$ cat config.mk
export PLATFORM = sky130hd
export DESIGN_NAME = partition_allocator_fit_policies
export DESIGN_NICKNAME = d
export VERILOG_FILES = /design/src/pafp_pkg.sv /design/src/pafp_dpath.sv /design/src/pafp_ctrl.sv /design/src/partition_allocator_fit_policies.sv
export VERILOG_INCLUDE_DIRS = /design/src /design/src/src
export SDC_FILE = /design/constraint.sdc
export NUM_CORES = 1
export LEC_CHECK = 0
export BUFFER_PORTS_ARGS = -buffer_cell sky130_fd_sc_hd__buf_4
export CORE_MARGIN = 5
export CORE_UTILIZATION = 30
export CTS_BUF_LIST = sky130_fd_sc_hd__clkbuf_16
export DETAILED_ROUTE_END_ITERATION = 8
export PLACE_DENSITY = 0.43
export REMOVE_ABC_BUFFERS = 1
export SYNTH_ARGS = -nofsm -noshare
export SYNTH_HDL_FRONTEND = slang
export SYNTH_SLANG_ARGS = --single-unit
$ cat constraint.sdc
create_clock -name clock -period 27 [get_ports clock]
set_clock_uncertainty 0.2 [all_clocks]
set_input_delay 2.7 -clock clock [delete_from_list [all_inputs] [get_ports clock]]
set_output_delay 2.7 -clock clock [all_outputs]
set_load 0.05 [all_outputs]
$ cat src/partition_allocator_fit_policies_assert.svh
// assertion macros used by the partition allocator datapath
`ifndef PARTITION_ALLOCATOR_FIT_POLICIES_ASSERT_SVH
`define PARTITION_ALLOCATOR_FIT_POLICIES_ASSERT_SVH
`ifndef NO_ASSERTIONS
`define PAFP_ASSERT_IMP(label, clk, rst, ante, cons) \
   label: assert property (@(posedge clk) disable iff (rst) (ante) |-> (cons)) \
      else $error("pafp assertion failed");
`define PAFP_ASSERT_NXT(label, clk, rst, ante, cons) \
   label: assert property (@(posedge clk) disable iff (rst) (ante) |=> (cons)) \
      else $error("pafp assertion failed");
`else
`define PAFP_ASSERT_IMP(label, clk, rst, ante, cons)
`define PAFP_ASSERT_NXT(label, clk, rst, ante, cons)
`endif
`endif

$ cat src/pafp_pkg.sv
// types and codes of the partition allocator
`timescale 1ns / 1ps
package pafp_pkg;
   // request functions
   localparam logic [1:0] FUNC_ALLOC    = 2'd0;
   localparam logic [1:0] FUNC_VALIDATE = 2'd1;
   localparam logic [1:0] FUNC_APPEND   = 2'd2;
   localparam logic [1:0] FUNC_REBUILD  = 2'd3;

   // result status
   localparam logic [1:0] ST_OK    = 2'd0;
   localparam logic [1:0] ST_NOFIT = 2'd1;
   localparam logic [1:0] ST_FULL  = 2'd2;
   localparam logic [1:0] ST_MISS  = 2'd3;

   // scheme modes and fit policies
   localparam logic       FIJAS     = 1'b0;
   localparam logic       DINAMICAS = 1'b1;
   localparam logic [1:0] FIT_FIRST = 2'd0;
   localparam logic [1:0] FIT_BEST  = 2'd1;
   localparam logic [1:0] FIT_WORST = 2'd2;
   localparam logic [31:0] INT_MAX  = 32'h7fff_ffff;

   // register indexes
   localparam logic [1:0] CSR_SCHEME = 2'd0;
   localparam logic [1:0] CSR_POLICY = 2'd1;
   localparam logic [1:0] CSR_MEMSZ  = 2'd2;

   // read address select
   localparam logic [1:0] RD_IDX  = 2'd0;
   localparam logic [1:0] RD_LAST = 2'd1;
   localparam logic [1:0] RD_PREV = 2'd2;

   // write select
   localparam logic [2:0] WR_NONE    = 3'd0;
   localparam logic [2:0] WR_REBUILD = 3'd1;
   localparam logic [2:0] WR_APPEND  = 3'd2;
   localparam logic [2:0] WR_SHIFT   = 3'd3;
   localparam logic [2:0] WR_REMAIN  = 3'd4;
   localparam logic [2:0] WR_OWNED   = 3'd5;

   // count update select
   localparam logic [1:0] CNT_HOLD    = 2'd0;
   localparam logic [1:0] CNT_REBUILD = 2'd1;
   localparam logic [1:0] CNT_INC     = 2'd2;

   // result select
   localparam logic [2:0] RES_NONE   = 3'd0;
   localparam logic [2:0] RES_OK     = 3'd1;
   localparam logic [2:0] RES_APPEND = 3'd2;
   localparam logic [2:0] RES_HIT    = 3'd3;
   localparam logic [2:0] RES_MISS   = 3'd4;
   localparam logic [2:0] RES_NOFIT  = 3'd5;
   localparam logic [2:0] RES_FULL   = 3'd6;
   localparam logic [2:0] RES_GRANT  = 3'd7;

   typedef struct packed {
      logic [1:0]  func;
      logic [15:0] owner_id;
      logic [16:0] request_size;
      logic [15:0] phys_address;
   } req_type;

   typedef struct packed {
      logic [1:0]  status;
      logic [15:0] granted_base;
      logic [3:0]  entry_index;
   } rsp_type;

   typedef struct packed {
      logic       load;
      logic       clr_scan;
      logic       rd_en;
      logic [1:0] rd_sel;
      logic       eval;
      logic       idx_inc;
      logic       idx_dec;
      logic       idx_load_count;
      logic [2:0] wr_sel;
      logic [1:0] cnt_sel;
      logic [2:0] res_sel;
      logic       rsp_load;
   } cmd_type;

   typedef struct packed {
      logic [1:0] func;
      logic       full;
      logic       count_zero;
      logic       scan_end;
      logic       vhit;
      logic       ffit;
      logic       pick_ok;
      logic       split;
      logic       shift_more;
   } stat_type;
endpackage

$ cat src/pafp_dpath.sv
// partition table memory, scan and split datapath
`timescale 1ns / 1ps
`include "partition_allocator_fit_policies_assert.svh"
module pafp_dpath #(
   parameter int MAX_PARTITIONS = 16,
   parameter int ADDR_BITS      = 16
) (
   input  logic              clock,
   input  logic              reset,
   input  pafp_pkg::req_type req_data,
   input  logic              csr_valid,
   input  logic [1:0]        csr_index,
   input  logic [16:0]       csr_data,
   input  pafp_pkg::cmd_type cmd,
   output pafp_pkg::stat_type stat,
   output pafp_pkg::rsp_type rsp_data
);
   import pafp_pkg::*;

   localparam int VW = ADDR_BITS + 1;
   localparam int CW = (VW > 17) ? VW : 17;
   localparam int IW = $clog2(MAX_PARTITIONS);
   localparam int NW = $clog2(MAX_PARTITIONS + 1);
   localparam logic [CW:0] TOP = (CW + 1)'(1) << ADDR_BITS;

   // table memory
   logic [VW-1:0] mem_base  [MAX_PARTITIONS];
   logic [VW-1:0] mem_limit [MAX_PARTITIONS];
   logic          mem_free  [MAX_PARTITIONS];
   logic [15:0]   mem_owner [MAX_PARTITIONS];

   logic          mode_ff;
   logic [1:0]    policy_ff;
   logic [16:0]   msize_ff;
   req_type       req_ff;
   logic [NW-1:0] count_ff, count_in;
   logic [NW-1:0] idx_ff, idx_in;
   logic [IW-1:0] pick_ff;
   logic          pick_ok_ff;
   logic [VW-1:0] pick_size_ff, pk_base_ff, pk_limit_ff;
   logic [VW-1:0] rd_base_ff, rd_limit_ff;
   logic          rd_free_ff;
   logic [15:0]   rd_owner_ff;
   rsp_type       res_ff, res_in, rsp_ff;

   logic [IW-1:0] rd_addr, wr_addr;
   logic          wr_en, wr_free;
   logic [VW-1:0] wr_base, wr_limit;
   logic [15:0]   wr_owner;
   logic [VW-1:0] sz, cut, start;
   logic [CW:0]   app_sum, app_lim, reb_lim;
   logic          fits, upd, vhit;
   logic [CW-1:0] addr_x, need_x;

   // configuration registers
   always_ff @(posedge clock) begin
      if (reset) begin
         mode_ff   <= DINAMICAS;
         policy_ff <= FIT_FIRST;
         msize_ff  <= 17'd4096;
      end else if (csr_valid) begin
         case (csr_index)
            CSR_SCHEME: mode_ff   <= csr_data[0];
            CSR_POLICY: policy_ff <= csr_data[1:0];
            CSR_MEMSZ:  msize_ff  <= csr_data;
            default: ;
         endcase
      end
   end

   // request capture
   always_ff @(posedge clock) begin
      if (cmd.load) req_ff <= req_data;
   end

   // entry evaluation on the read beat
   always_comb begin
      sz     = rd_limit_ff - rd_base_ff;
      addr_x = CW'(req_ff.phys_address);
      need_x = CW'(req_ff.request_size);
      fits   = rd_free_ff && (CW'(sz) >= need_x);
      vhit   = (addr_x >= CW'(rd_base_ff)) && (addr_x < CW'(rd_limit_ff));
      case (policy_ff)
         FIT_BEST:  upd = fits && (!pick_ok_ff || sz < pick_size_ff);
         FIT_WORST: upd = fits && (!pick_ok_ff || sz > pick_size_ff);
         default:   upd = fits && !pick_ok_ff;
      endcase
      cut     = VW'((CW + 1)'(pk_base_ff) + (CW + 1)'(req_ff.request_size));
      start   = (count_ff == '0) ? '0 : rd_limit_ff;
      app_sum = (CW + 1)'(start) + (CW + 1)'(req_ff.request_size);
      app_lim = (app_sum > TOP) ? TOP : app_sum;
      reb_lim = ((CW + 1)'(msize_ff) > TOP) ? TOP : (CW + 1)'(msize_ff);
   end

   // status toward the controller
   always_comb begin
      stat.func       = req_ff.func;
      stat.full       = count_ff >= NW'(MAX_PARTITIONS);
      stat.count_zero = count_ff == '0;
      stat.scan_end   = idx_ff == count_ff;
      stat.vhit       = vhit;
      stat.ffit       = fits && (policy_ff != FIT_BEST) && (policy_ff != FIT_WORST);
      stat.pick_ok    = pick_ok_ff;
      stat.split      = (mode_ff == DINAMICAS) && (cut != pk_limit_ff);
      stat.shift_more = (NW + 1)'(idx_ff) > ((NW + 1)'(pick_ff) + (NW + 1)'(1));
   end

   // read address
   always_comb begin
      case (cmd.rd_sel)
         RD_LAST: rd_addr = IW'(count_ff - NW'(1));
         RD_PREV: rd_addr = IW'(idx_ff - NW'(1));
         default: rd_addr = idx_ff[IW-1:0];
      endcase
   end

   // write port
   always_comb begin
      wr_en    = 1'b1;
      wr_addr  = pick_ff;
      wr_base  = pk_base_ff;
      wr_limit = pk_limit_ff;
      wr_free  = 1'b1;
      wr_owner = 16'd0;
      case (cmd.wr_sel)
         WR_REBUILD: begin
            wr_en    = mode_ff;
            wr_addr  = '0;
            wr_base  = '0;
            wr_limit = VW'(reb_lim);
         end
         WR_APPEND: begin
            wr_addr  = count_ff[IW-1:0];
            wr_base  = start;
            wr_limit = VW'(app_lim);
         end
         WR_SHIFT: begin
            wr_addr  = idx_ff[IW-1:0];
            wr_base  = rd_base_ff;
            wr_limit = rd_limit_ff;
            wr_free  = rd_free_ff;
            wr_owner = rd_owner_ff;
         end
         WR_REMAIN: begin
            wr_addr  = pick_ff + IW'(1);
            wr_base  = cut;
            wr_limit = pk_limit_ff;
         end
         WR_OWNED: begin
            wr_limit = (mode_ff == DINAMICAS) ? cut : pk_limit_ff;
            wr_free  = 1'b0;
            wr_owner = req_ff.owner_id;
         end
         default: wr_en = 1'b0;
      endcase
   end

   // memory write and registered read
   always_ff @(posedge clock) begin
      if (wr_en) begin
         mem_base[wr_addr]  <= wr_base;
         mem_limit[wr_addr] <= wr_limit;
         mem_free[wr_addr]  <= wr_free;
         mem_owner[wr_addr] <= wr_owner;
      end
   end

   always_ff @(posedge clock) begin
      if (cmd.rd_en) begin
         rd_base_ff  <= mem_base[rd_addr];
         rd_limit_ff <= mem_limit[rd_addr];
         rd_free_ff  <= mem_free[rd_addr];
         rd_owner_ff <= mem_owner[rd_addr];
      end
   end

   // entry count and scan index
   always_comb begin
      case (cmd.cnt_sel)
         CNT_REBUILD: count_in = (mode_ff == DINAMICAS) ? NW'(1) : '0;
         CNT_INC:     count_in = count_ff + NW'(1);
         default:     count_in = count_ff;
      endcase
      idx_in = idx_ff;
      if (cmd.clr_scan) idx_in = '0;
      else if (cmd.idx_load_count) idx_in = count_ff;
      else if (cmd.idx_inc) idx_in = idx_ff + NW'(1);
      else if (cmd.idx_dec) idx_in = idx_ff - NW'(1);
   end

   always_ff @(posedge clock) begin
      if (reset) begin
         count_ff   <= '0;
         idx_ff     <= '0;
         pick_ok_ff <= 1'b0;
      end else begin
         count_ff <= count_in;
         idx_ff   <= idx_in;
         if (cmd.clr_scan) pick_ok_ff <= 1'b0;
         else if (cmd.eval && upd) pick_ok_ff <= 1'b1;
      end
   end

   // chosen entry
   always_ff @(posedge clock) begin
      if (cmd.eval && upd) begin
         pick_ff      <= idx_ff[IW-1:0];
         pick_size_ff <= sz;
         pk_base_ff   <= rd_base_ff;
         pk_limit_ff  <= rd_limit_ff;
      end
   end

   // pending result
   always_comb begin
      res_in = res_ff;
      case (cmd.res_sel)
         RES_OK:     res_in = '{ST_OK, 16'd0, 4'd0};
         RES_APPEND: res_in = '{ST_OK, 16'd0, 4'((CW)'(count_ff))};
         RES_HIT:    res_in = '{ST_OK, 16'd0, 4'((CW)'(idx_ff))};
         RES_MISS:   res_in = '{ST_MISS, 16'd0, 4'd0};
         RES_NOFIT:  res_in = '{ST_NOFIT, 16'd0, 4'd0};
         RES_FULL:   res_in = '{ST_FULL, 16'd0, 4'd0};
         RES_GRANT:  res_in = '{ST_OK, 16'((CW)'(pk_base_ff)), 4'((CW)'(pick_ff))};
         default:    res_in = res_ff;
      endcase
   end

   always_ff @(posedge clock) begin
      res_ff <= res_in;
      if (cmd.rsp_load) rsp_ff <= res_ff;
   end

   assign rsp_data = rsp_ff;

   `PAFP_ASSERT_IMP(a_inc_room, clock, reset, cmd.cnt_sel == CNT_INC, !stat.full)
   `PAFP_ASSERT_IMP(a_shift_range, clock, reset, cmd.wr_sel == WR_SHIFT, stat.shift_more)
   `PAFP_ASSERT_IMP(a_grant_pick, clock, reset, cmd.res_sel == RES_GRANT, pick_ok_ff)
endmodule

$ cat src/pafp_ctrl.sv
// sequencer for the partition allocator
`timescale 1ns / 1ps
module pafp_ctrl (
   input  logic               clock,
   input  logic               reset,
   input  logic               req_valid,
   output logic               req_stall,
   output logic               rsp_valid,
   input  logic               rsp_stall,
   input  pafp_pkg::stat_type stat,
   output pafp_pkg::cmd_type  cmd
);
   import pafp_pkg::*;

   localparam logic [3:0] S_IDLE     = 4'd0;
   localparam logic [3:0] S_DECODE   = 4'd1;
   localparam logic [3:0] S_APP_WAIT = 4'd2;
   localparam logic [3:0] S_SCAN_RD  = 4'd3;
   localparam logic [3:0] S_SCAN_EV  = 4'd4;
   localparam logic [3:0] S_ALLOC    = 4'd5;
   localparam logic [3:0] S_SHIFT_RD = 4'd6;
   localparam logic [3:0] S_SHIFT_WR = 4'd7;
   localparam logic [3:0] S_OWN      = 4'd8;
   localparam logic [3:0] S_DONE     = 4'd9;

   logic [3:0] state_ff, state_in;
   logic       rsp_valid_ff, rsp_valid_in;

   // next state and commands
   always_comb begin
      state_in = state_ff;
      cmd      = '0;
      case (state_ff)
         S_IDLE: begin
            if (req_valid) begin
               cmd.load = 1'b1;
               state_in = S_DECODE;
            end
         end
         S_DECODE: begin
            case (stat.func)
               FUNC_REBUILD: begin
                  cmd.wr_sel  = WR_REBUILD;
                  cmd.cnt_sel = CNT_REBUILD;
                  cmd.res_sel = RES_OK;
                  state_in    = S_DONE;
               end
               FUNC_APPEND: begin
                  if (stat.full) begin
                     cmd.res_sel = RES_FULL;
                     state_in    = S_DONE;
                  end else if (stat.count_zero) begin
                     cmd.wr_sel  = WR_APPEND;
                     cmd.cnt_sel = CNT_INC;
                     cmd.res_sel = RES_APPEND;
                     state_in    = S_DONE;
                  end else begin
                     cmd.rd_en  = 1'b1;
                     cmd.rd_sel = RD_LAST;
                     state_in   = S_APP_WAIT;
                  end
               end
               default: begin
                  cmd.clr_scan = 1'b1;
                  state_in     = S_SCAN_RD;
               end
            endcase
         end
         S_APP_WAIT: begin
            cmd.wr_sel  = WR_APPEND;
            cmd.cnt_sel = CNT_INC;
            cmd.res_sel = RES_APPEND;
            state_in    = S_DONE;
         end
         S_SCAN_RD: begin
            if (stat.scan_end) begin
               if (stat.func == FUNC_VALIDATE) begin
                  cmd.res_sel = RES_MISS;
                  state_in    = S_DONE;
               end else begin
                  state_in = S_ALLOC;
               end
            end else begin
               cmd.rd_en  = 1'b1;
               cmd.rd_sel = RD_IDX;
               state_in   = S_SCAN_EV;
            end
         end
         S_SCAN_EV: begin
            cmd.eval    = stat.func == FUNC_ALLOC;
            cmd.idx_inc = 1'b1;
            if (stat.func == FUNC_VALIDATE && stat.vhit) begin
               cmd.res_sel = RES_HIT;
               state_in    = S_DONE;
            end else if (stat.func == FUNC_ALLOC && stat.ffit) begin
               state_in = S_ALLOC;
            end else begin
               state_in = S_SCAN_RD;
            end
         end
         S_ALLOC: begin
            if (!stat.pick_ok) begin
               cmd.res_sel = RES_NOFIT;
               state_in    = S_DONE;
            end else if (stat.split && stat.full) begin
               cmd.res_sel = RES_FULL;
               state_in    = S_DONE;
            end else if (stat.split) begin
               cmd.idx_load_count = 1'b1;
               state_in           = S_SHIFT_RD;
            end else begin
               cmd.wr_sel  = WR_OWNED;
               cmd.res_sel = RES_GRANT;
               state_in    = S_DONE;
            end
         end
         S_SHIFT_RD: begin
            if (stat.shift_more) begin
               cmd.rd_en  = 1'b1;
               cmd.rd_sel = RD_PREV;
               state_in   = S_SHIFT_WR;
            end else begin
               cmd.wr_sel  = WR_REMAIN;
               cmd.cnt_sel = CNT_INC;
               state_in    = S_OWN;
            end
         end
         S_SHIFT_WR: begin
            cmd.wr_sel  = WR_SHIFT;
            cmd.idx_dec = 1'b1;
            state_in    = S_SHIFT_RD;
         end
         S_OWN: begin
            cmd.wr_sel  = WR_OWNED;
            cmd.res_sel = RES_GRANT;
            state_in    = S_DONE;
         end
         S_DONE: begin
            if (!rsp_valid_ff || !rsp_stall) begin
               cmd.rsp_load = 1'b1;
               state_in     = S_IDLE;
            end
         end
         default: state_in = S_IDLE;
      endcase
   end

   // output beat valid
   always_comb begin
      rsp_valid_in = rsp_valid_ff;
      if (cmd.rsp_load) rsp_valid_in = 1'b1;
      else if (!rsp_stall) rsp_valid_in = 1'b0;
   end

   always_ff @(posedge clock) begin
      if (reset) begin
         state_ff     <= S_IDLE;
         rsp_valid_ff <= 1'b0;
      end else begin
         state_ff     <= state_in;
         rsp_valid_ff <= rsp_valid_in;
      end
   end

   assign req_stall = state_ff != S_IDLE;
   assign rsp_valid = rsp_valid_ff;
endmodule

$ cat src/partition_allocator_fit_policies.sv
// partition allocator top level: sequencer plus table datapath
//  channel | dir | handshake          | beat
//  req     | in  | req_valid/stall    | pafp_pkg::req_type
//  rsp     | out | rsp_valid/stall    | pafp_pkg::rsp_type
//  csr     | in  | csr_valid/ready    | csr_index, csr_data
// one request at a time; rebuild and full append go from decode to done
// validate and allocate read, then evaluate each entry over the single
// memory read port; a dynamic split reads and rewrites each moved entry
// one result register lets a new request enter while a result is stalled
// synchronous reset empties the table; entries read only below the count
`timescale 1ns / 1ps
module partition_allocator_fit_policies #(
   parameter int MAX_PARTITIONS = 16,
   parameter int ADDR_BITS      = 16
) (
   input  logic              clock,
   input  logic              reset,
   input  logic              req_valid,
   output logic              req_stall,
   input  pafp_pkg::req_type req_data,
   output logic              rsp_valid,
   input  logic              rsp_stall,
   output pafp_pkg::rsp_type rsp_data,
   input  logic              csr_valid,
   output logic              csr_ready,
   input  logic [1:0]        csr_index,
   input  logic [16:0]       csr_data
);
   import pafp_pkg::*;

   cmd_type  cmd;
   stat_type stat;

   assign csr_ready = 1'b1;

   // controller
   pafp_ctrl u_ctrl (
      .clock     (clock),
      .reset     (reset),
      .req_valid (req_valid),
      .req_stall (req_stall),
      .rsp_valid (rsp_valid),
      .rsp_stall (rsp_stall),
      .stat      (stat),
      .cmd       (cmd)
   );

   // datapath
   pafp_dpath #(
      .MAX_PARTITIONS (MAX_PARTITIONS),
      .ADDR_BITS      (ADDR_BITS)
   ) u_dpath (
      .clock     (clock),
      .reset     (reset),
      .req_data  (req_data),
      .csr_valid (csr_valid),
      .csr_index (csr_index),
      .csr_data  (csr_data),
      .cmd       (cmd),
      .stat      (stat),
      .rsp_data  (rsp_data)
   );
endmodule

Word level (Yosys, flattened, before mapping)
Memories as Yosys holds them, arrays and structs flattened. A register that Yosys moved wholly into a read port is not among the register bits.
Index checks and enable logic that the tools add are counted.
{"block": "totals", "ff_bits": 170, "ramBits": 560, "output_inout_bits": 25, "mem_count": 3}
{"name": "u_dpath.mem_base", "words": 16, "width": 17, "rd": 1, "rd_clocked_by_memory_dff": 1, "write_ports": 1, "line": "pafp_dpath.sv:27", "source": "logic [VW-1:0] mem_base [MAX_PARTITIONS];"}
{"name": "u_dpath.mem_limit", "words": 16, "width": 17, "rd": 1, "rd_clocked_by_memory_dff": 1, "write_ports": 1, "line": "pafp_dpath.sv:28", "source": "logic [VW-1:0] mem_limit [MAX_PARTITIONS];"}
{"name": "u_dpath.mem_free", "words": 16, "width": 1, "rd": 1, "rd_clocked_by_memory_dff": 1, "write_ports": 1, "line": "pafp_dpath.sv:29", "source": "logic mem_free [MAX_PARTITIONS];"}
{"block": "op_classes", "n_addsub": 9, "order_cmp": 9, "n_eq_ne": 39, "muxes": 68, "reduce_logical": 34}
{"op": "one-hot mux 22 bit (7 select lines)", "n": 1}
{"op": "one-hot mux 17 bit (4 select lines)", "n": 2}
{"op": "two-way mux 17 bit", "n": 4}
{"op": "two-way mux 4 bit", "n": 13}
{"op": "two-way mux 3 bit", "n": 13}
{"op": "one-hot mux 3 bit (6 select lines)", "n": 2}
{"op": "one-hot mux 4 bit (9 select lines)", "n": 1}
{"op": "two-way mux 5 bit", "n": 5}
{"op": "adder 17 x 17 -> 18 bit", "n": 1}
{"op": "== test 3 bit (second input constant)", "n": 6}
{"op": "> comparator 18 x 17 -> 1 bit (second input constant)", "n": 1}
{"op": "adder 17 bit", "n": 1}
{"op": "greater-or-equal comparator 16 x 17 -> 1 bit", "n": 1}
{"op": "greater-or-equal comparator 17 bit", "n": 1}
{"op": "> comparator 17 bit", "n": 1}
{"op": "> comparator 17 bit (second input constant)", "n": 1}
{"op": "less-than comparator 16 x 17 -> 1 bit", "n": 1}
{"op": "less-than comparator 17 bit", "n": 1}
{"op": "!= test 17 bit", "n": 1}
{"op": "subtractor 17 bit", "n": 1}
{"op": "== test 4 x 3 -> 1 bit (second input constant)", "n": 4}
{"op": "one-hot mux 4 bit (2 select lines)", "n": 2}
{"op": "one-hot mux 4 bit (4 select lines)", "n": 1}
{"op": "one-hot mux 8 bit (2 select lines)", "n": 1}
{"op": "other kinds (37)", "n": 93}

Logic depth before layout (Yosys ltp)
{"block": "logic_depth", "word_depth": 12, "ltp_mapped": 26, "ltp_nobuf": 26}

By module
A second synthesis with hierarchy kept.
{"block": "unflattened", "hier_cells": 2423, "hier_area_um2": 35539.1}
{"module": "pafp_dpath", "instances": 1, "cells_per_inst": 2314, "area_each_um2": 34810.9}
{"module": "pafp_ctrl", "instances": 1, "cells_per_inst": 107, "area_each_um2": 716.9}
{"module": "partition_allocator_fit_policies", "instances": 1, "cells_per_inst": 2, "area_each_um2": 11.3}

Worst setup path before layout
Ideal clock, no wire load.
{"block": "synth_path", "kind": "register to register", "startpoint": "register u_dpath.rd_limit_ff[0], read port of u_dpath.mem_limit", "endpoint": "register u_dpath.pick_ff[0], enable pin", "setup_time_ns": 0.568, "t_arrival_ns": 8.511, "path_slack_ns": 17.721, "stages_incl_launch_ff": 24, "n_path_buf": 0, "period_less_slack_ns": 9.279, "cell_sequence": "edfxtp_1 inv_1 ha_1 inv_1 fa_1 a21o_1 a21oi_1 o21ai_0 a21oi_1 o21ai_0 a21oi_1 nor2b_1 o21a_1 o41ai_1 o21bai_1 a21oi_1 xnor2_1 ha_1 a21o_1 a21o_1 a21oi_1 o211ai_1 or3_1 a311oi_1"}
{"block": "synth_via", "elab_chain_cells": 6, "elab_cells_between_ends": 12, "cone_classes": "add/sub (1); order compare (3); mux (1); reduce/logical (7)"}
{"item": "start, declared", "line": "pafp_dpath.sv:41", "source": "logic [VW-1:0] rd_base_ff, rd_limit_ff;"}
{"item": "subtractor 17 bit (*)", "line": "pafp_dpath.sv:78", "source": "sz = rd_limit_ff - rd_base_ff;"}
{"item": "net u_dpath.sz[14]", "line": "pafp_dpath.sv:50", "source": "logic [VW-1:0] sz, cut, start;"}
{"item": "greater-or-equal comparator 17 bit, or another cell as far along", "line": "pafp_dpath.sv:81", "source": "fits = rd_free_ff && (CW'(sz) >= need_x);"}
{"item": "logical AND 1 bit, or another cell as far along", "line": "pafp_dpath.sv:81"}
{"item": "logical AND 1 bit (on tied branches)", "line": "pafp_dpath.sv:86, pafp_dpath.sv:84, pafp_dpath.sv:85"}
{"item": "one-hot mux 1 bit (2 select lines) (*)", "line": "pafp_dpath.sv:83", "source": "case (policy_ff)"}
{"item": "logical AND 1 bit (*)", "line": "pafp_dpath.sv:206", "source": "if (cmd.eval && upd) begin"}
{"item": "end signal, assigned", "line": "pafp_dpath.sv:207", "source": "pick_ff <= idx_ff[IW-1:0];"}
{"item": "end, declared", "line": "pafp_dpath.sv:38", "source": "logic [IW-1:0] pick_ff;"}
Mark *: on every way through the listed nets, which the timed path passes. The rest lies on a longest branch.
A chain may end at the register's enable or synchronous reset.

Worst setup path in the final report
{"block": "layout_path", "startpoint": "register u_dpath.req_ff (netlist bit u_dpath.need_x[0])", "endpoint": "memory u_dpath.mem_limit[4][14] (netlist name), data pin"}
{"block": "layout_via", "elab_chain_cells": 9, "elab_cells_between_ends": 17, "cone_classes": "add/sub (2); order compare (1); eq/ne (5); mux (7); reduce/logical (2)"}
{"item": "start, declared", "line": "pafp_dpath.sv:35", "source": "req_type req_ff;"}
{"item": "start signal, assigned", "line": "pafp_dpath.sv:73", "source": "if (cmd.load) req_ff <= req_data;"}
{"item": "adder 17 bit", "line": "pafp_dpath.sv:88", "source": "cut = VW'((CW + 1)'(pk_base_ff) + (CW + 1)'(req_ff.request_size));"}
{"item": "!= test 17 bit", "line": "pafp_dpath.sv:104", "source": "stat.split = (mode_ff == DINAMICAS) && (cut != pk_limit_ff);"}
{"item": "logical AND 1 bit", "line": "pafp_dpath.sv:104"}
{"item": "two-way mux 3 bit or logical AND 1 bit (tied branches)", "line": "pafp_ctrl.sv:108, pafp_ctrl.sv:105"}
{"item": "two-way mux 4 bit", "line": "pafp_ctrl.sv:105", "source": "end else if (stat.split && stat.full) begin"}
{"item": "two-way mux 4 bit", "line": "pafp_ctrl.sv:102", "source": "if (!stat.pick_ok) begin"}
{"item": "one-hot mux 3 bit (6 select lines)", "line": "pafp_ctrl.sv:33", "source": "case (state_ff)"}
{"item": "== test 3 bit, or another cell as far along"}
{"item": "one-hot mux 17 bit (4 select lines) (*)", "line": "pafp_dpath.sv:125", "source": "case (cmd.wr_sel)"}
{"item": "net u_dpath.wr_limit[14]", "line": "pafp_dpath.sv:48", "source": "logic [VW-1:0] wr_base, wr_limit;"}
{"item": "end, declared", "line": "pafp_dpath.sv:28"}
Marked as above.

==> flow_metrics.py <==
metrics = {
    "logic_synthesis": {
        "synth_area_leaders": "edfxtp_1 (63%), mux4_2 (9.1%), ha_1 (4.7%), dfxtp_1 (2.1%), a21oi_1 (1.9%)",
        "ys.flop_type": "edfxtp_1",
        "synth-seq-area-share_pct": 65.17,
        "synth_edf_count": 729,
        "yosysTopAreaCell": "edfxtp_1",
        "ys_async_sr_fraction_pct": 0,
        "yosysWarnings": 0,
        "yosysTopAreaCellShare_pct": 63.09,
        "avgSynthCellArea_um2": 15.41,
        "synth_seq_cells": 765,
        "synth_cell_types": 85,
        "synth_cells": 2252,
        "syn_area_um2": 34700,
    },
    "cells_and_area": {
        "syn_to_final_growth_pct": 15.91,
        "finalInstanceArea_um2": 40220,
        "fin_nets": 2587,
        "final_cells": 3965,
        "fillers": 10940,
        "layout-drive-gt1-share_pct": 18.84,
    },
    "detailed_routing": {
        "via_per_inst": 5.160,
        "num_vias": 20460,
        "drc": 0,
        "ant_nets": 0,
        "wl_per_cell_um": 26.73,
        "wl_um": 106000,
        "drtIter0Drc": 1944,
        "drt_pass1_iterations": 5,
    },
    "worst_setup_path": {
        "worstPathRequired_ns": 27.07,
        "crit_family": "compound AO/OA/AOI/OAI gates",
        "cp.arrival_ns": 8.30,
        "path_class": "reg2reg",
        "crit_path_top_delay_cell": "a2111oi_0",
        "r2r-start": "u_dpath.need_x[0]$_DFFE_PP_",
        "critPathMaxStageDelay_ns": 1.08,
        "r2r-end": "u_dpath.mem_limit[4][14]$_DFFE_PP_",
        "cp-start-kind": "flip-flop",
        "reg2reg_depth": 16,
        "crit_chain": "ha_1, inv_1, fa_1, nand2b_1, a21oi_1, o2111ai_1, a21oi_1, nor2_1, a2111oi_0, nand4b_1, o31ai_2, o2111ai_2, nand2_1, buf_4, nor2_1, a31oi_1",
        "crit_buf_inv": 2,
        "cp_max_fo": 17,
        "endpoint_kind": "flip-flop",
        "r2r_slack_ns": 18.77,
    },
    "timing": {
        "worst_slack_ns": 18.77,
        "setup_tns_ns": 0,
        "min_period_ns": 8.228,
        "rsz0062_at_grt": "no",
        "fmax_mhz": 121.5,
        "worstMarginPinSlew_ns": 1.349,
        "setup_violations": 0,
        "hold_viol": 0,
        "slew_headroom_pct": 10.09,
        "maxSlewViolCount": 0,
        "period_share_pct": 30.47,
    },
    "clocking": {
        "htreeDepth": 3,
        "cts_sinks": 765,
        "tritoncts": "done",
        "cts_resized": 0,
        "hold_buffers": 0,
        "clk_latency_ns": 0.67,
        "clockBufferDepth": 3,
        "root_buffer": "clkbuf_16",
        "cts_setup_buffers": 0,
        "cts_buffers": 87,
        "path_clk_slew_ns": 0.05,
    },
    "floorplanning": {
        "rows": 124,
        "die_x_um": 350.1,
        "dieHeight_um": 350.1,
        "die-area_um2": 122600,
        "ios": 100,
        "start_util_pct": 30.26,
        "core-area_um2": 114700,
    },
    "placement": {
        "dp_cells": 3802,
        "gp_congestion": 0.8709,
        "hpwl_um": 67670,
        "placed_area_um2": 37400,
        "port_buffers": 82,
        "dpl_worst_slack_ns": 18.58,
    },
    "job": {
        "max-cap-violations": 0,
    },
    "status": {
        "status": "completed",
    },
    "pwr": {
        "p_switching_mw": 0.9118,
        "p_comb_share_pct": 17.0,
        "powerDensity_nw_per_um2": 80.53,
        "seq_power_share_pct": 47.5,
        "pwr-share-clk_pct": 35.5,
        "ir_worst_vdd_mv": 0.05144,
        "p_leak_nw": 13.89,
        "p_int_mw": 2.327,
        "switching_share_pct": 28.15,
    },
    "min_path": {
        "holdPathEnd": "u_dpath.rsp_data[0]$_DFFE_PP_",
        "hp-class": "reg2reg",
        "hold_path_depth": 0,
        "hp-start": "u_dpath.res_ff[0]$_DFFE_PP_",
    },
    "global_routing": {
        "antenna_found_initial": 3,
        "grt_pass1_vias": 20880,
        "grt_max_degree": 105,
        "grt_usage_pct": 17.08,
        "overflow": 0,
        "grt_pass1_wl_um": 150600,
    },
}
==> cells by family (layout without fill, tap and decap cells) <==
group | count (synthesis) | after routing | share of synthesized area, %
flip-flops | 765 | 765 | 65.17
AND/OR/NAND/NOR | 454 | 454 | 6.354
AO/OA/AOI/OAI | 414 | 414 | 8.272
buffers and inverters | 210 | 410 | 2.387
multiplexers | 196 | 196 | 10.75
adder cells (fa/ha/maj) | 133 | 133 | 4.861
XOR/XNOR | 79 | 79 | 2.203
other | 1 | 2 | 0.01081
==> power by group through the flow <==
stage                     Clock, mW  Sequential [mW]  Combinational (mW)
final                          1.15             1.54               0.550
after global placement            0             1.56               0.532
after detailed placement          0             1.57               0.549
after floorplan                   0             1.56               0.324
after global routing           1.23             1.55               0.599
after CTS                      1.19             1.54               0.552
==> layer usage <==
layer  global-route usage [%]  vias to the layer above  share of wire (%)
met5                        0                        -                  0
met2                    28.20                      484                 48
li1                         -                     9123                  -
met3                    2.019                      112                3.8
met4                    4.692                        0                2.4
met1                    24.02                    10740                 46
==> flip-flops by register name, indices dropped and copies added, names as in the netlist, 4 cells and up <==
name / count
u_dpath.count_ff: 5
u_dpath.msize_ff: 17
u_dpath.mem_base: 272
u_dpath.mem_limit: 272
u_dpath.rd_base_ff: 17
u_dpath.rsp_data: 22
u_dpath.res_ff: 22
u_dpath.pk_base_ff: 17
u_dpath.need_x: 17
u_dpath.pick_ff: 4
u_ctrl.state_ff: 4
u_dpath.idx_ff: 5
u_dpath.mem_free: 16
u_dpath.pk_limit_ff: 17
u_dpath.pick_size_ff: 17
u_dpath.addr_x: 16
u_dpath.rd_limit_ff: 17
==> per-stage QoR <==
step,hold slack [ns],util [%],total power [mW]
after floorplan,0.2003,-,1.879
after global placement,0.2075,32.62,2.095
after detailed placement,0.2045,32.62,2.114
after CTS,0.2179,35.05,3.279
after global routing,0.2315,35.08,3.374
final,0.2165,35.08,3.239
==> cell type report <==
type,instances,area (um^2),share of cell area (%)
well taps,1512,1892,4.704
repair buffers,138,1049,2.607
clock inverters,75,606.8,1.509
multi-input cells,1277,11470,28.51
inverters,110,412.9,1.027
flip-flops and latches,765,22610,56.22
clock buffers,87,2177,5.413
diodes,1,2.502,0.006222
==> synthesized netlist by cell type (all sizes together), types with 7 or more instances <==
| library cell | number |
|---|---|
| a211oi | 43 |
| clkbuf | 75 |
| o21ai | 39 |
| a222oi | 26 |
| a221oi | 8 |
| o21bai | 7 |
| mux4 | 140 |
| nand2b | 21 |
| a2111oi | 7 |
| a31oi | 20 |
| nor2 | 141 |
| dfxtp | 36 |
| nor3 | 38 |
| xor2 | 25 |
| nor2b | 52 |
| xnor2 | 49 |
| a21o | 26 |
| a21oi | 135 |
| edfxtp | 729 |
| and2 | 17 |
| inv | 110 |
| o31ai | 7 |
| o21a | 25 |
| ha | 130 |
| nand4 | 15 |
| mux2 | 12 |
| o22ai | 8 |
| o2111ai | 7 |
| mux2i | 44 |
| and3 | 8 |
| nand2 | 98 |
| buf | 25 |
| nor4 | 9 |
| nand3 | 26 |
| a211o | 7 |
==> worst max-delay path by stage <==
stage,end,depth (start not counted),startpoint,slack [ns]
after floorplan,u_dpath.rd_base_ff[0]$_DFFE_PP_,16,u_dpath.pick_ff[0]$_DFFE_PP_,10.05
after global placement,u_dpath.mem_limit[5][12]$_DFFE_PP_,16,u_dpath.need_x[0]$_DFFE_PP_,18.81
after detailed placement,u_dpath.mem_limit[8][9]$_DFFE_PP_,16,u_dpath.need_x[0]$_DFFE_PP_,18.58
after CTS,u_dpath.mem_limit[9][8]$_DFFE_PP_,16,u_dpath.need_x[0]$_DFFE_PP_,18.55
after global routing,u_dpath.mem_limit[14][10]$_DFFE_PP_,16,u_dpath.need_x[0]$_DFFE_PP_,18.31
final,u_dpath.mem_limit[4][14]$_DFFE_PP_,16,u_dpath.need_x[0]$_DFFE_PP_,18.77
==> cells in the final DEF (no fill, tap or decap), types with 26 or more instances in the layout <==
cell type  instances
nor2b_1           52
o21ai_0           35
mux4_2           140
a21oi_1          132
inv_1            124
a211oi_1          42
a21o_1            26
edfxtp_1         729
clkinv_1          26
xnor2_1           49
a222oi_1          26
nor2_1           139
buf_4            137
mux2i_1           42
clkbuf_16         87
dfxtp_1           36
ha_1             130
nand2_1           98
Note: power is estimated with default switching activity, not from simulation.
